`src/design/hrp_pkg.sv`:
```
// ----------------------------------------------------------------------------
// hrp_pkg
// Types, constants and small lookup functions shared by the HTTP response
// header parser.
// ----------------------------------------------------------------------------
package hrp_pkg;

	localparam int BYTE_W    = 8;
	localparam int COUNT_W   = 24;
	localparam int STATUS_W  = 16;
	localparam int LENGTH_W  = 32;
	localparam int VERDICT_W = 2;

	localparam logic [COUNT_W-1:0] CAPACITY_RESET = 24'd65536;
	localparam int QUEUE_DEPTH_DEF = 4;

	localparam int MAGIC_LEN = 5;
	localparam int FIELD_LEN = 15;
	localparam int STATUS_FIRST = 9;
	localparam int STATUS_LAST = 11;
	localparam int STATUS_MIN_HDR = 12;

	localparam logic [BYTE_W-1:0] CHAR_CR    = 8'd13;
	localparam logic [BYTE_W-1:0] CHAR_LF    = 8'd10;
	localparam logic [BYTE_W-1:0] CHAR_SPACE = 8'd32;
	localparam logic [BYTE_W-1:0] CHAR_C     = 8'h63;
	localparam logic [BYTE_W-1:0] CHAR_ZERO  = 8'h30;

	localparam logic signed [STATUS_W-1:0] STATUS_OK        = 16'sd200;
	localparam logic signed [STATUS_W-1:0] STATUS_NOT_FOUND = 16'sd404;
	// Three ASCII zero digits weighted 100, 10 and 1.
	localparam logic [17:0] DIGIT_BIAS = 18'd5328;

	typedef enum logic [VERDICT_W-1:0] {
		VERDICT_OK        = 2'd0,
		VERDICT_NOT_HTTP  = 2'd1,
		VERDICT_NOT_FOUND = 2'd2,
		VERDICT_REFUSED   = 2'd3
	} verdict_t;

	// Work for the back end: an optional body result and an optional verdict,
	// sharing the counters and parsed fields of the step that made them.
	typedef struct packed {
		logic                       body_v;
		logic [BYTE_W-1:0]          body_byte;
		logic [COUNT_W-1:0]         body_count;
		logic signed [STATUS_W-1:0] status_code;
		logic [LENGTH_W-1:0]        content_length;
		logic                       verdict_v;
		verdict_t                   verdict;
	} job_t;

	function automatic logic [BYTE_W-1:0] to_lower(input logic [BYTE_W-1:0] c);
		logic [BYTE_W-1:0] r;
		r = c;
		if (c inside {[8'h41:8'h5A]}) begin
			r = c + 8'h20;
		end
		return r;
	endfunction

	function automatic logic [BYTE_W-1:0] magic_char(input logic [2:0] i);
		logic [BYTE_W-1:0] r;
		case (i)
			3'd0: r = 8'h68;
			3'd1: r = 8'h74;
			3'd2: r = 8'h74;
			3'd3: r = 8'h70;
			3'd4: r = 8'h2F;
			default: r = 8'h00;
		endcase
		return r;
	endfunction

	function automatic logic [BYTE_W-1:0] field_char(input logic [3:0] i);
		logic [BYTE_W-1:0] r;
		case (i)
			4'd0:  r = 8'h63;
			4'd1:  r = 8'h6F;
			4'd2:  r = 8'h6E;
			4'd3:  r = 8'h74;
			4'd4:  r = 8'h65;
			4'd5:  r = 8'h6E;
			4'd6:  r = 8'h74;
			4'd7:  r = 8'h2D;
			4'd8:  r = 8'h6C;
			4'd9:  r = 8'h65;
			4'd10: r = 8'h6E;
			4'd11: r = 8'h67;
			4'd12: r = 8'h74;
			4'd13: r = 8'h68;
			4'd14: r = 8'h3A;
			default: r = 8'h00;
		endcase
		return r;
	endfunction

endpackage

```
`src/design/hrp_in_if.sv`:
```
// ----------------------------------------------------------------------------
// hrp_in_if
// Received byte channel of the HTTP response header parser.
// ----------------------------------------------------------------------------
interface hrp_in_if;
	logic                        valid;
	logic                        ready;
	logic [hrp_pkg::BYTE_W-1:0]  data_byte;
	logic                        byte_valid;
	logic                        closed;

	modport source (output valid, output data_byte, output byte_valid, output closed,
		input ready);
	modport sink (input valid, input data_byte, input byte_valid, input closed,
		output ready);
endinterface

```
`src/design/hrp_out_if.sv`:
```
// ----------------------------------------------------------------------------
// hrp_out_if
// Result channel of the HTTP response header parser.
// ----------------------------------------------------------------------------
interface hrp_out_if;
	logic                                valid;
	logic                                ready;
	logic                                kind;
	logic [hrp_pkg::BYTE_W-1:0]          body_byte;
	logic [hrp_pkg::COUNT_W-1:0]         body_count;
	logic signed [hrp_pkg::STATUS_W-1:0] status_code;
	logic [hrp_pkg::LENGTH_W-1:0]        content_length;
	logic [hrp_pkg::VERDICT_W-1:0]       verdict;
	logic                                last;

	modport source (output valid, output kind, output body_byte, output body_count,
		output status_code, output content_length, output verdict, output last,
		input ready);
	modport sink (input valid, input kind, input body_byte, input body_count,
		input status_code, input content_length, input verdict, input last,
		output ready);
endinterface

```
`src/design/http_response_header_parser_top.sv`:
```
// ----------------------------------------------------------------------------
// http_response_header_parser_top
// Takes an HTTP/1.0 reply one byte per item, finds the end of the header
// block, checks the protocol prefix, takes the status code and the first
// content length, passes body bytes on up to the capacity and gives a verdict
// item when the connection closes. One input item is accepted every cycle
// while the job queue has room; an item that yields both a body byte and a
// verdict sends two result items in turn through the single result port, so
// body traffic sustains one item per cycle only while the result side keeps
// ready high and drains the QUEUE_DEPTH-entry queue. Capacity is written
// through cfg_wr_en and cfg_wr_data and resets to 65536.
// ----------------------------------------------------------------------------
module http_response_header_parser_top #(
	parameter int QUEUE_DEPTH = hrp_pkg::QUEUE_DEPTH_DEF
) (
	input  logic                        clk,
	input  logic                        arst_n,
	hrp_in_if.sink                      stream,
	hrp_out_if.source                   result,
	input  logic                        cfg_wr_en,
	input  logic [hrp_pkg::COUNT_W-1:0] cfg_wr_data
);

	logic          q_push;
	logic          q_pop;
	logic          q_full;
	logic          q_empty;
	hrp_pkg::job_t wr_job;
	hrp_pkg::job_t head;

	hrp_front u_front (
		.clk         (clk),
		.arst_n      (arst_n),
		.stream      (stream),
		.cfg_wr_en   (cfg_wr_en),
		.cfg_wr_data (cfg_wr_data),
		.full        (q_full),
		.push        (q_push),
		.job         (wr_job)
	);

	hrp_queue #(
		.DEPTH (QUEUE_DEPTH)
	) u_queue (
		.clk    (clk),
		.arst_n (arst_n),
		.push   (q_push),
		.wr_job (wr_job),
		.pop    (q_pop),
		.head   (head),
		.full   (q_full),
		.empty  (q_empty)
	);

	hrp_back u_back (
		.clk    (clk),
		.arst_n (arst_n),
		.head   (head),
		.empty  (q_empty),
		.pop    (q_pop),
		.result (result)
	);

`ifndef NO_ASSERTIONS
	a_no_push_when_full: assert property (@(posedge clk) disable iff (!arst_n)
		q_push |-> !q_full)
		else $error("job pushed into a full queue");

	a_body_count_nonzero: assert property (@(posedge clk) disable iff (!arst_n)
		result.valid && !result.kind |-> result.body_count != '0)
		else $error("body item delivered with a zero body count");

	a_verdict_follows_body: assert property (@(posedge clk) disable iff (!arst_n)
		result.valid && result.ready && !result.kind && head.verdict_v
		|=> result.valid && result.kind && result.last)
		else $error("verdict item did not follow the body item of the same job");
`endif

endmodule

```
`src/design/hrp_front.sv`:
```
// ----------------------------------------------------------------------------
// hrp_front
// Accepts received bytes, runs the header matchers and body counter, and
// hands a job to the queue for every item that causes a result.
// ----------------------------------------------------------------------------
module hrp_front (
	input  logic                          clk,
	input  logic                          arst_n,
	hrp_in_if.sink                        stream,
	input  logic                          cfg_wr_en,
	input  logic [hrp_pkg::COUNT_W-1:0]   cfg_wr_data,
	input  logic                          full,
	output logic                          push,
	output hrp_pkg::job_t                 job
);

	typedef enum logic [3:0] {
		LP_SEARCH = 4'b0001,
		LP_SKIP   = 4'b0010,
		LP_DIGITS = 4'b0100,
		LP_DONE   = 4'b1000
	} len_phase_t;

	logic [hrp_pkg::COUNT_W-1:0]  cap_q;
	logic                         in_body_q, in_body_d;
	logic [1:0]                   term_q, term_d;
	logic [hrp_pkg::COUNT_W-1:0]  hpos_q, hpos_d;
	logic                         prefix_ok_q, prefix_ok_d;
	logic [3*hrp_pkg::BYTE_W-1:0] sdig_q, sdig_d;
	logic [3:0]                   fmatch_q, fmatch_d;
	len_phase_t                   lphase_q, lphase_d;
	logic [hrp_pkg::LENGTH_W-1:0] lval_q, lval_d;
	logic [hrp_pkg::COUNT_W-1:0]  kept_q, kept_d;

	logic                         acc;
	logic                         body_v;
	logic [hrp_pkg::BYTE_W-1:0]   b, lb, want, digit;
	logic                         is_digit;
	logic                         parsed;
	logic [17:0]                  weighted;
	logic signed [hrp_pkg::STATUS_W-1:0] status;
	hrp_pkg::verdict_t            verdict;

	assign stream.ready = !full;
	assign acc = stream.valid && !full;
	assign b = stream.data_byte;
	assign lb = hrp_pkg::to_lower(b);
	assign is_digit = b inside {[8'h30:8'h39]};
	assign digit = b - hrp_pkg::CHAR_ZERO;

	always_comb begin
		in_body_d = in_body_q;
		term_d = term_q;
		hpos_d = hpos_q;
		prefix_ok_d = prefix_ok_q;
		sdig_d = sdig_q;
		fmatch_d = fmatch_q;
		lphase_d = lphase_q;
		lval_d = lval_q;
		kept_d = kept_q;
		body_v = 1'b0;
		want = term_q[0] ? hrp_pkg::CHAR_LF : hrp_pkg::CHAR_CR;
		if (acc && stream.byte_valid) begin
			if (!in_body_q) begin
				if (hpos_q < cap_q) begin
					if (hpos_q < 24'(hrp_pkg::MAGIC_LEN) &&
						lb != hrp_pkg::magic_char(hpos_q[2:0])) begin
						prefix_ok_d = 1'b0;
					end
					if (hpos_q >= 24'(hrp_pkg::STATUS_FIRST) &&
						hpos_q <= 24'(hrp_pkg::STATUS_LAST)) begin
						sdig_d = {sdig_q[2*hrp_pkg::BYTE_W-1:0], b};
					end
					case (lphase_q)
						LP_SEARCH: begin
							if (lb == hrp_pkg::field_char(fmatch_q)) begin
								if (fmatch_q == 4'(hrp_pkg::FIELD_LEN - 1)) begin
									fmatch_d = '0;
									lphase_d = LP_SKIP;
								end else begin
									fmatch_d = fmatch_q + 4'd1;
								end
							end else begin
								fmatch_d = (lb == hrp_pkg::CHAR_C) ? 4'd1 : 4'd0;
							end
						end
						LP_SKIP: begin
							if (b == hrp_pkg::CHAR_SPACE) begin
								lphase_d = LP_SKIP;
							end else if (is_digit) begin
								lval_d = 32'(digit);
								lphase_d = LP_DIGITS;
							end else begin
								lphase_d = LP_DONE;
							end
						end
						LP_DIGITS: begin
							if (is_digit) begin
								lval_d = (lval_q << 3) + (lval_q << 1) + 32'(digit);
							end else begin
								lphase_d = LP_DONE;
							end
						end
						default: begin
							lphase_d = lphase_q;
						end
					endcase
					hpos_d = hpos_q + 24'd1;
					if (b == want) begin
						if (term_q == 2'd3) begin
							term_d = 2'd0;
							in_body_d = 1'b1;
						end else begin
							term_d = term_q + 2'd1;
						end
					end else begin
						term_d = (b == hrp_pkg::CHAR_CR) ? 2'd1 : 2'd0;
					end
				end
			end else if (kept_q < cap_q) begin
				kept_d = kept_q + 24'd1;
				body_v = 1'b1;
			end
		end
	end

	// The status digits are only meaningful once the split has been seen on a
	// header block that started with the protocol name and is long enough.
	assign parsed = in_body_d && prefix_ok_d && hpos_d >= 24'(hrp_pkg::STATUS_MIN_HDR);
	assign weighted = 18'(sdig_d[23:16]) * 18'd100 + 18'(sdig_d[15:8]) * 18'd10
		+ 18'(sdig_d[7:0]);
	assign status = parsed ? signed'(16'(weighted - hrp_pkg::DIGIT_BIAS)) : 16'sd0;

	always_comb begin
		if (!in_body_d) begin
			verdict = hrp_pkg::VERDICT_NOT_HTTP;
		end else if (status != 16'sd0 && status != hrp_pkg::STATUS_OK) begin
			verdict = (status == hrp_pkg::STATUS_NOT_FOUND) ? hrp_pkg::VERDICT_NOT_FOUND
				: hrp_pkg::VERDICT_REFUSED;
		end else begin
			verdict = hrp_pkg::VERDICT_OK;
		end
	end

	assign push = acc && (body_v || stream.closed);

	always_comb begin
		job.body_v = body_v;
		job.body_byte = b;
		job.body_count = kept_d;
		job.status_code = status;
		job.content_length = in_body_d ? lval_d : '0;
		job.verdict_v = stream.closed;
		job.verdict = verdict;
	end

	always_ff @(posedge clk or negedge arst_n) begin
		if (!arst_n) begin
			cap_q <= hrp_pkg::CAPACITY_RESET;
		end else if (cfg_wr_en) begin
			cap_q <= cfg_wr_data;
		end
	end

	always_ff @(posedge clk or negedge arst_n) begin
		if (!arst_n) begin
			in_body_q <= 1'b0;
			term_q <= '0;
			hpos_q <= '0;
			prefix_ok_q <= 1'b1;
			sdig_q <= '0;
			fmatch_q <= '0;
			lphase_q <= LP_SEARCH;
			lval_q <= '0;
			kept_q <= '0;
		end else if (acc) begin
			if (stream.closed) begin
				// A closed connection ends the stream; the next item starts afresh.
				in_body_q <= 1'b0;
				term_q <= '0;
				hpos_q <= '0;
				prefix_ok_q <= 1'b1;
				sdig_q <= '0;
				fmatch_q <= '0;
				lphase_q <= LP_SEARCH;
				lval_q <= '0;
				kept_q <= '0;
			end else begin
				in_body_q <= in_body_d;
				term_q <= term_d;
				hpos_q <= hpos_d;
				prefix_ok_q <= prefix_ok_d;
				sdig_q <= sdig_d;
				fmatch_q <= fmatch_d;
				lphase_q <= lphase_d;
				lval_q <= lval_d;
				kept_q <= kept_d;
			end
		end
	end

endmodule

```
`src/design/hrp_queue.sv`:
```
// ----------------------------------------------------------------------------
// hrp_queue
// Short queue of jobs between the parsing front end and the result back end.
// ----------------------------------------------------------------------------
module hrp_queue #(
	parameter int DEPTH = hrp_pkg::QUEUE_DEPTH_DEF
) (
	input  logic          clk,
	input  logic          arst_n,
	input  logic          push,
	input  hrp_pkg::job_t wr_job,
	input  logic          pop,
	output hrp_pkg::job_t head,
	output logic          full,
	output logic          empty
);

	localparam int AW = (DEPTH > 1) ? $clog2(DEPTH) : 1;
	localparam int CW = $clog2(DEPTH + 1);

	hrp_pkg::job_t   mem_q [DEPTH];
	logic [AW-1:0]   wr_ptr_q, rd_ptr_q;
	logic [CW-1:0]   cnt_q;

	assign full = cnt_q == CW'(DEPTH);
	assign empty = cnt_q == '0;
	assign head = mem_q[rd_ptr_q];

	always_ff @(posedge clk) begin
		if (push) begin
			mem_q[wr_ptr_q] <= wr_job;
		end
	end

	always_ff @(posedge clk or negedge arst_n) begin
		if (!arst_n) begin
			wr_ptr_q <= '0;
			rd_ptr_q <= '0;
			cnt_q <= '0;
		end else begin
			if (push) begin
				wr_ptr_q <= (wr_ptr_q == AW'(DEPTH - 1)) ? '0 : wr_ptr_q + AW'(1);
			end
			if (pop) begin
				rd_ptr_q <= (rd_ptr_q == AW'(DEPTH - 1)) ? '0 : rd_ptr_q + AW'(1);
			end
			case ({push, pop})
				2'b10:   cnt_q <= cnt_q + CW'(1);
				2'b01:   cnt_q <= cnt_q - CW'(1);
				default: cnt_q <= cnt_q;
			endcase
		end
	end

endmodule

```
`src/design/hrp_back.sv`:
```
// ----------------------------------------------------------------------------
// hrp_back
// Turns the job at the head of the queue into one or two result items.
// ----------------------------------------------------------------------------
module hrp_back (
	input  logic          clk,
	input  logic          arst_n,
	input  hrp_pkg::job_t head,
	input  logic          empty,
	output logic          pop,
	hrp_out_if.source     result
);

	// Set once the body item of a job that also carries a verdict has gone.
	logic phase_q;
	logic sel_body;
	logic taken;

	assign sel_body = head.body_v && !phase_q;
	assign taken = result.valid && result.ready;
	assign pop = taken && !(sel_body && head.verdict_v);

	assign result.valid = !empty;
	assign result.kind = !sel_body;
	assign result.body_byte = sel_body ? head.body_byte : '0;
	assign result.body_count = head.body_count;
	assign result.status_code = head.status_code;
	assign result.content_length = head.content_length;
	assign result.verdict = sel_body ? hrp_pkg::VERDICT_OK : head.verdict;
	assign result.last = !sel_body;

	always_ff @(posedge clk or negedge arst_n) begin
		if (!arst_n) begin
			phase_q <= 1'b0;
		end else if (taken) begin
			phase_q <= !pop;
		end
	end

endmodule

```
`src/flat_wrapper.sv`:
```
// flat-port wrapper written by rule: the top's interface ports become plain ports
module http_response_header_parser_top_flat 
#(
	parameter int QUEUE_DEPTH = hrp_pkg::QUEUE_DEPTH_DEF
)
  (clk, arst_n, cfg_wr_en, cfg_wr_data, stream_valid, stream_data_byte, stream_byte_valid, stream_closed, stream_ready, result_valid, result_kind, result_body_byte, result_body_count, result_status_code, result_content_length, result_verdict, result_last, result_ready);
  hrp_in_if stream_i ();
  hrp_out_if result_i ();
  input  logic clk;
  input  logic arst_n;
  input  logic cfg_wr_en;
  input  logic [hrp_pkg::COUNT_W-1:0] cfg_wr_data;
  input wire logic [$bits(stream_i.valid)-1:0] stream_valid;
  input wire logic [$bits(stream_i.data_byte)-1:0] stream_data_byte;
  input wire logic [$bits(stream_i.byte_valid)-1:0] stream_byte_valid;
  input wire logic [$bits(stream_i.closed)-1:0] stream_closed;
  output wire logic [$bits(stream_i.ready)-1:0] stream_ready;
  output wire logic [$bits(result_i.valid)-1:0] result_valid;
  output wire logic [$bits(result_i.kind)-1:0] result_kind;
  output wire logic [$bits(result_i.body_byte)-1:0] result_body_byte;
  output wire logic [$bits(result_i.body_count)-1:0] result_body_count;
  output wire logic [$bits(result_i.status_code)-1:0] result_status_code;
  output wire logic [$bits(result_i.content_length)-1:0] result_content_length;
  output wire logic [$bits(result_i.verdict)-1:0] result_verdict;
  output wire logic [$bits(result_i.last)-1:0] result_last;
  input wire logic [$bits(result_i.ready)-1:0] result_ready;
  assign stream_i.valid = stream_valid;
  assign stream_i.data_byte = stream_data_byte;
  assign stream_i.byte_valid = stream_byte_valid;
  assign stream_i.closed = stream_closed;
  assign stream_ready = stream_i.ready;
  assign result_valid = result_i.valid;
  assign result_kind = result_i.kind;
  assign result_body_byte = result_i.body_byte;
  assign result_body_count = result_i.body_count;
  assign result_status_code = result_i.status_code;
  assign result_content_length = result_i.content_length;
  assign result_verdict = result_i.verdict;
  assign result_last = result_i.last;
  assign result_i.ready = result_ready;
  http_response_header_parser_top #(.QUEUE_DEPTH(QUEUE_DEPTH)) u_core (.clk(clk), .arst_n(arst_n), .stream(stream_i), .result(result_i), .cfg_wr_en(cfg_wr_en), .cfg_wr_data(cfg_wr_data));
endmodule
```
`config.mk`:
```
export PLATFORM = sky130hd
export DESIGN_NAME = http_response_header_parser_top_flat
export DESIGN_NICKNAME = d
export VERILOG_FILES = /design/src/design/hrp_pkg.sv /design/src/design/hrp_in_if.sv /design/src/design/hrp_out_if.sv /design/src/design/http_response_header_parser_top.sv /design/src/design/hrp_front.sv /design/src/design/hrp_queue.sv /design/src/design/hrp_back.sv /design/src/flat_wrapper.sv
export SDC_FILE = /design/constraint.sdc
export NUM_CORES = 1
export LEC_CHECK = 0
export BUFFER_PORTS_ARGS = -buffer_cell sky130_fd_sc_hd__buf_2
export CAP_MARGIN = 20
export CORE_MARGIN = 2
export CORE_UTILIZATION = 35
export CTS_BUF_LIST = sky130_fd_sc_hd__clkbuf_8
export DETAILED_ROUTE_END_ITERATION = 8
export HOLD_SLACK_MARGIN = 0.03
export SLEW_MARGIN = 5
export SYNTH_ARGS = -nofsm -noshare
export SYNTH_HDL_FRONTEND = slang
export SYNTH_SLANG_ARGS = --single-unit
```
`constraint.sdc`:
```
create_clock -name clk -period 8.1 [get_ports clk]
set_input_delay 1.62 -clock clk [delete_from_list [all_inputs] [get_ports clk]]
set_output_delay 1.62 -clock clk [all_outputs]
set_load 0.05 [all_outputs]
```
# After elaboration in Yosys (flattened, before gate mapping)
# Memory sizes are Yosys's and may differ from the RTL's.
# Index checks and enable logic that the tools add are counted.
# Widths: inputs -> output; s select.
[op_classes] muxes=82 mul=2 magnitude_cmp=10 reduce_logical=33 n_eq_ne=26 add_sub_neg=15
[op_table] cell="$mux 24" n=13
[op_table] cell="$mux 32" n=8
[op_table] cell="$mux 8" n=9
[op_table] cell="$mux 4" n=16
[op_table] cell="$pmux 32 s2" n=1
[op_table] cell="$add 24x1->24 const B" n=2
[op_table] cell="$ge 24x4->1 const B" n=2
[op_table] cell="$lt 24x24->1" n=2
[op_table] cell="$add 32x32->32" n=1
[op_table] cell="$add 32x8->32" n=1
[op_table] cell="$pmux 7 s4" n=1
[op_table] cell="$le 24x4->1 const B" n=1
[op_table] cell="$lt 24x3->1 const B" n=1
[op_table] cell="$mux 2" n=11
[op_table] cell="$mux 1" n=19
[op_table] cell="$add 15x12->16" n=1
[op_table] cell="$add 16x8->16" n=1
[op_table] cell="$eq 16x10->1 const B" n=1
[op_table] cell="$mux 16" n=1
[op_table] cell="$ne 16x9->1 const B" n=1
[op_table] cell="$reduce_bool 16->1" n=1
[op_table] cell="$sub 16x13->16 const B" n=1
[op_table] cell="$logic_and 1x1->1" n=14
[op_table] cell="$mul 8x5->13 const B" n=1
[op_table] cell="40 further kinds" n=58
[word_totals] memories=2 output_inout_bits=86 romBits=112 word_cells=184 in_bits=39 mem_bits_rw=336 reg_bits=148
[memory_table] name="u_core.u_queue.mem_q" words=4 width=84 read_ports=1 rd_ports_with_merged_regs=0 wr=1 line="hrp_queue.sv:21" source="hrp_pkg::job_t mem_q [DEPTH];"
[memory_table] name="(name not given)" words=16 width=7 read_ports=1 rd_ports_with_merged_regs=0 wr=0 line="hrp_pkg.sv:77" source="case (i)"

# Longest topological paths before layout
[depth] word_depth=19 ltp_mapped=37 depth_no_buf=32

# By module
# From an unflattened synthesis, not the netlist that was laid out.
[unflattened] hier_cells=2153 area_unflattened_um2=26708.1
[modules_own_cells] mod="hrp_front" instances=1 seq_area_each_um2=3507.1 area_each_um2=13435.4 cells_each=1584
[modules_own_cells] mod="hrp_queue" instances=1 seq_area_each_um2=10264.8 area_each_um2=12574.6 cells_each=477
[modules_own_cells] mod="hrp_back" instances=1 seq_area_each_um2=25.0 area_each_um2=698.2 cells_each=92

# Least setup slack after synthesis
# No wires, ideal clock.
[synth_timing] kind="input -> register" startpoint="input stream_valid" endpoint="memory u_core.u_queue.mem_q[0][0] (netlist bit), data pin" required_ns=7.839 stages=25 n_path_buf=2 arrival_time_ns=8.540 setup_ns=0.261 slack_ns=-0.701 path_cell_list="nand3_2 -> or3_1 -> or2_2 -> nor4b_1 -> clkbuf_1 -> buf_2 -> mux2i_1 -> inv_1 -> ha_1 -> ha_1 -> ha_1 -> fa_1 -> fa_1 -> ha_1 -> ha_1 -> and3_1 -> a221o_1 -> o41ai_1 -> o21ai_0 -> o41a_1 -> xor2_1 -> nor4b_1 -> and4_1 -> nand3b_1 -> a31o_2"
[synth_lines] item="start, declared" line="flat_wrapper.sv:13" source="input wire logic [$bits(stream_i.valid)-1:0] stream_valid;"
[synth_lines] item="end, declared" line="hrp_queue.sv:21"

==> key figures <==
Timing
  • FMAX: 0.129 GHz
  • RSZ-0062 raised after global routing: false
  • Tmin final: 7.72 ns
  • Final period utilization: 0.953
  • Final setup TNS: 0 ns
  • Slew Viols, Final: 0
  • Clk_skew: 0.0448 ns
  • Worst slew pin tran: 1.00 ns
  • Endpoints failing setup: 0
  • Setup ws final: 0.378 ns
  • Final Hold Fails: 0
  • Relative slew slack: 0.333

Route
  • DRT iter0 DRCs: 1320
  • Drt drc: 0
  • DR vias/cell: 5.33
  • Via count: 17600
  • Post-detailed-route wirelength per cell: 19.4 um
  • Drt total wl: 64000 um
  • Pre-antenna DRT Iters: 5
  • Final ANT Viol Nets: 0

CTS
  • Setup Fix Bufs, Post-CTS: 0
  • Insertion delay to the later sink of the worst-skew pair: 0.67 ns
  • Clk slew on worst S/H paths: 0.06 ns
  • Clk root buf: clkbuf_8
  • CTS Hold Bufs: 0
  • Clock Sinks: 484
  • Num CTS Buffers: 79
  • H-tree levels: 3
  • Bufs on Longest Clock Path: 3
  • # resized after CTS: 0
  • CTS tree: built

Global route
  • Global route overflow: 0
  • Largest net degree at the start of global routing: 87
  • First-pass GRT wire length: 101000 um
  • Vias in the first global route: 17700
  • Initial antenna violation count: 5
  • Tot GR Track Use: 0.167

Synth
  • Synth area leader: edfxtp_1
  • Synth top area share: 0.388
  • Number of synthesized flops with an enable pin: 336
  • Seq/Total Area, Yosys: 0.531
  • Mapped Area: 26000 um^2
  • Netlist cell types: 80
  • Cells after synthesis: 2087
  • Mean Syn Cell Area: 12.5 um^2
  • Syn nets: 2338
  • Post-synth top cells: edfxtp_1 (336), ha_1 (194), nand2_1 (164), o21ai_0 (151), dfrtp_1 (145)
  • Yosys warnings: 0
  • Synth async-reset ratio: 0.306
  • Main synth FF type: edfxtp_1
  • Synth top area cells: edfxtp_1 (39%), dfrtp_1 (14%), ha_1 (9.3%), mux4_2 (7.3%), o21ai_0 (2.9%)
  • Cell with the most instances after synthesis: edfxtp_1
  • Yosys reg bits: 484

Finish
  • Final nets: 2518
  • Layout cells sized above 1: 0.196
  • Design Area, Final: 29700 um^2
  • Final core utilization: 0.405
  • # fillers: 6824
  • Area Growth Syn to Fin: 14.2%

Critical path
  • Arrival time at the worst endpoint: 8.12 ns
  • R2r setup slk: 0.45 ns
  • Setup crit end kind: flop
  • Reg2Reg Launch Point: u_core.u_front.hpos_q[21]
  • Worst EP required: 8.50 ns
  • Crit path kind: input pin to flop
  • RR Endpoint: u_core.u_queue.mem_q[2][0]
  • Startpoint types: input pin
  • Worst-case reg-to-reg path depth: 26
  • Max Fanout on Critical Path: 6

Pwr
  • Pwr Total: 7.55 mW
  • Worst VDD drop: 0.000226 V
  • PwrDens: 254 nW/um^2
  • Cell leakage power: 12.0 nW

Placed design
  • Port Buf Inserts: 124
  • Post-Place Setup Slack: -0.303 ns
  • Placed Area: 28100 um^2
  • Placer Congestion: 0.877
  • Post-DP HPWL: 44000 um

Die
  • Initial Utilization: 0.355
  • Core Area: 73200 um^2
  • Die span in y: 276 um
  • Num ports: 125
  • Rows: 99
  • Die ar.: 76400 um^2
  • Die Width: 276 um

Min path
  • Worst-case hold path end point: u_core.u_queue.cnt_q[2]
  • HP Class: flop to flop
  • Hold_sp: u_core.u_queue.cnt_q[2]
  • Hold depth: 1

Job
  • Max cap viols: 0

Outcome
  • Status: completed
cell families after synthesis:
family	after synthesis	share of synthesized area
AOI/OAI and AO/OA	467	0.116
and+or+nand+nor	486	0.0919
muxes	117	0.0864
adders and majority gates	212	0.107
xor gates and xnor gates	97	0.0327
DFF	484	0.531
buffers and inverters	224	0.0344
metal layers:
metal / track usage / wire length [um] / up-vias
li1: - / - / 8216
met1: 0.228 / 29500 / 8831
met2: 0.272 / 30300 / 405
met3: 0.0233 / 2700 / 95
met4: 0.0569 / 1430 / 6
met5: 0 / 35 / -
report_power, final:
group	leakage (nW)	total [mW]	internal, mW	switching (mW)
Sequential	4.99	3.01	2.88	0.136
Clock	0.882	2.09	1.11	0.980
Combinational	6.14	2.45	0.725	1.73
cell usage in the layout (no fill, tap or decap), types with 19 or more instances in the layout:
| cell | instances |
|---|---|
| buf_4 | 74 |
| o21ai_0 | 150 |
| clkbuf_8 | 85 |
| buf_2 | 123 |
| o31ai_1 | 22 |
| nor3_1 | 24 |
| a21o_1 | 32 |
| xor2_1 | 32 |
| a21oi_1 | 88 |
| xnor2_1 | 65 |
| nand4_1 | 24 |
| ha_1 | 189 |
| a22oi_1 | 23 |
| mux4_2 | 84 |
| edfxtp_1 | 336 |
| a31oi_1 | 22 |
| a22o_1 | 26 |
| mux2_2 | 19 |
| nor2_1 | 99 |
| nand3_1 | 33 |
| nand2_1 | 163 |
| inv_1 | 145 |
| and3_1 | 19 |
| clkinv_1 | 19 |
| dfrtp_1 | 142 |
worst max-delay path by stage:
stage / cells past startpoint / from / to / slack [ns]
final: 25 / stream_valid / u_core.u_queue.mem_q[2][0] / 0.38
after global routing: 31 / stream_valid / u_core.u_queue.mem_q[2][0] / 0.03
after CTS: 26 / u_core.u_front.hpos_q[21] / u_core.u_queue.mem_q[3][0] / 0.34
after detailed placement: 25 / stream_valid / u_core.u_queue.mem_q[0][0] / -0.30
after global placement: 27 / stream_valid / u_core.u_queue.mem_q[0][0] / -0.18
after floorplan: 25 / stream_valid / u_core.u_queue.mem_q[0][0] / 0.005
final cells by class:
| class | count | area (um^2) | area share |
|---|---|---|---|
| antenna | 3 | 7.51 | 0.000253 |
| clock buffer | 85 | 1170 | 0.0394 |
| clock inverter | 61 | 380 | 0.0128 |
| inverter | 124 | 465 | 0.0157 |
| multi-input combinational | 1379 | 11500 | 0.386 |
| sequential | 484 | 13800 | 0.465 |
| tap | 959 | 1200 | 0.0404 |
| timing repair buffer | 199 | 1200 | 0.0405 |
critical path: stages:
cell      delay (ns)
buf_2           0.10
nand3_2         0.09
or3_1           0.34
or2_2           0.34
nor4b_2         0.26
buf_4           0.25
mux2i_4         0.26
inv_1           0.11
ha_1            0.30
ha_1            0.31
ha_1            0.23
fa_1            0.48
fa_1            0.59
ha_4            0.22
ha_4            0.25
and3_1          0.16
a221o_1         0.37
o41ai_4         0.33
o21ai_1         0.14
o41a_1          0.34
xor2_1          0.19
nor4b_2         0.21
and4_1          0.23
nand3b_1        0.09
a31o_2          0.30
per-stage QoR:
| step | hold WS [ns] | cells |
|---|---|---|
| final | 0.483 | 3294 |
| after global routing | 0.513 | 3292 |
| after CTS | 0.487 | 3291 |
| after detailed placement | 0.473 | 3145 |
| after global placement | 0.464 | 3145 |
| after floorplan | 0.446 | 2087 |
state kept, by name, summed over array words and instances (netlist names), 4 cells and up:
signal and count:
u_core.u_front.hpos_q 24, u_core.u_front.lphase_q 4, u_core.u_front.sdig_q 24, u_core.u_front.lval_q 32, u_core.u_queue.mem_q 336, u_core.u_front.cap_q 24, u_core.u_front.kept_q 24, u_core.u_front.fmatch_q 4
Note: power is estimated with default switching activity, not from simulation.
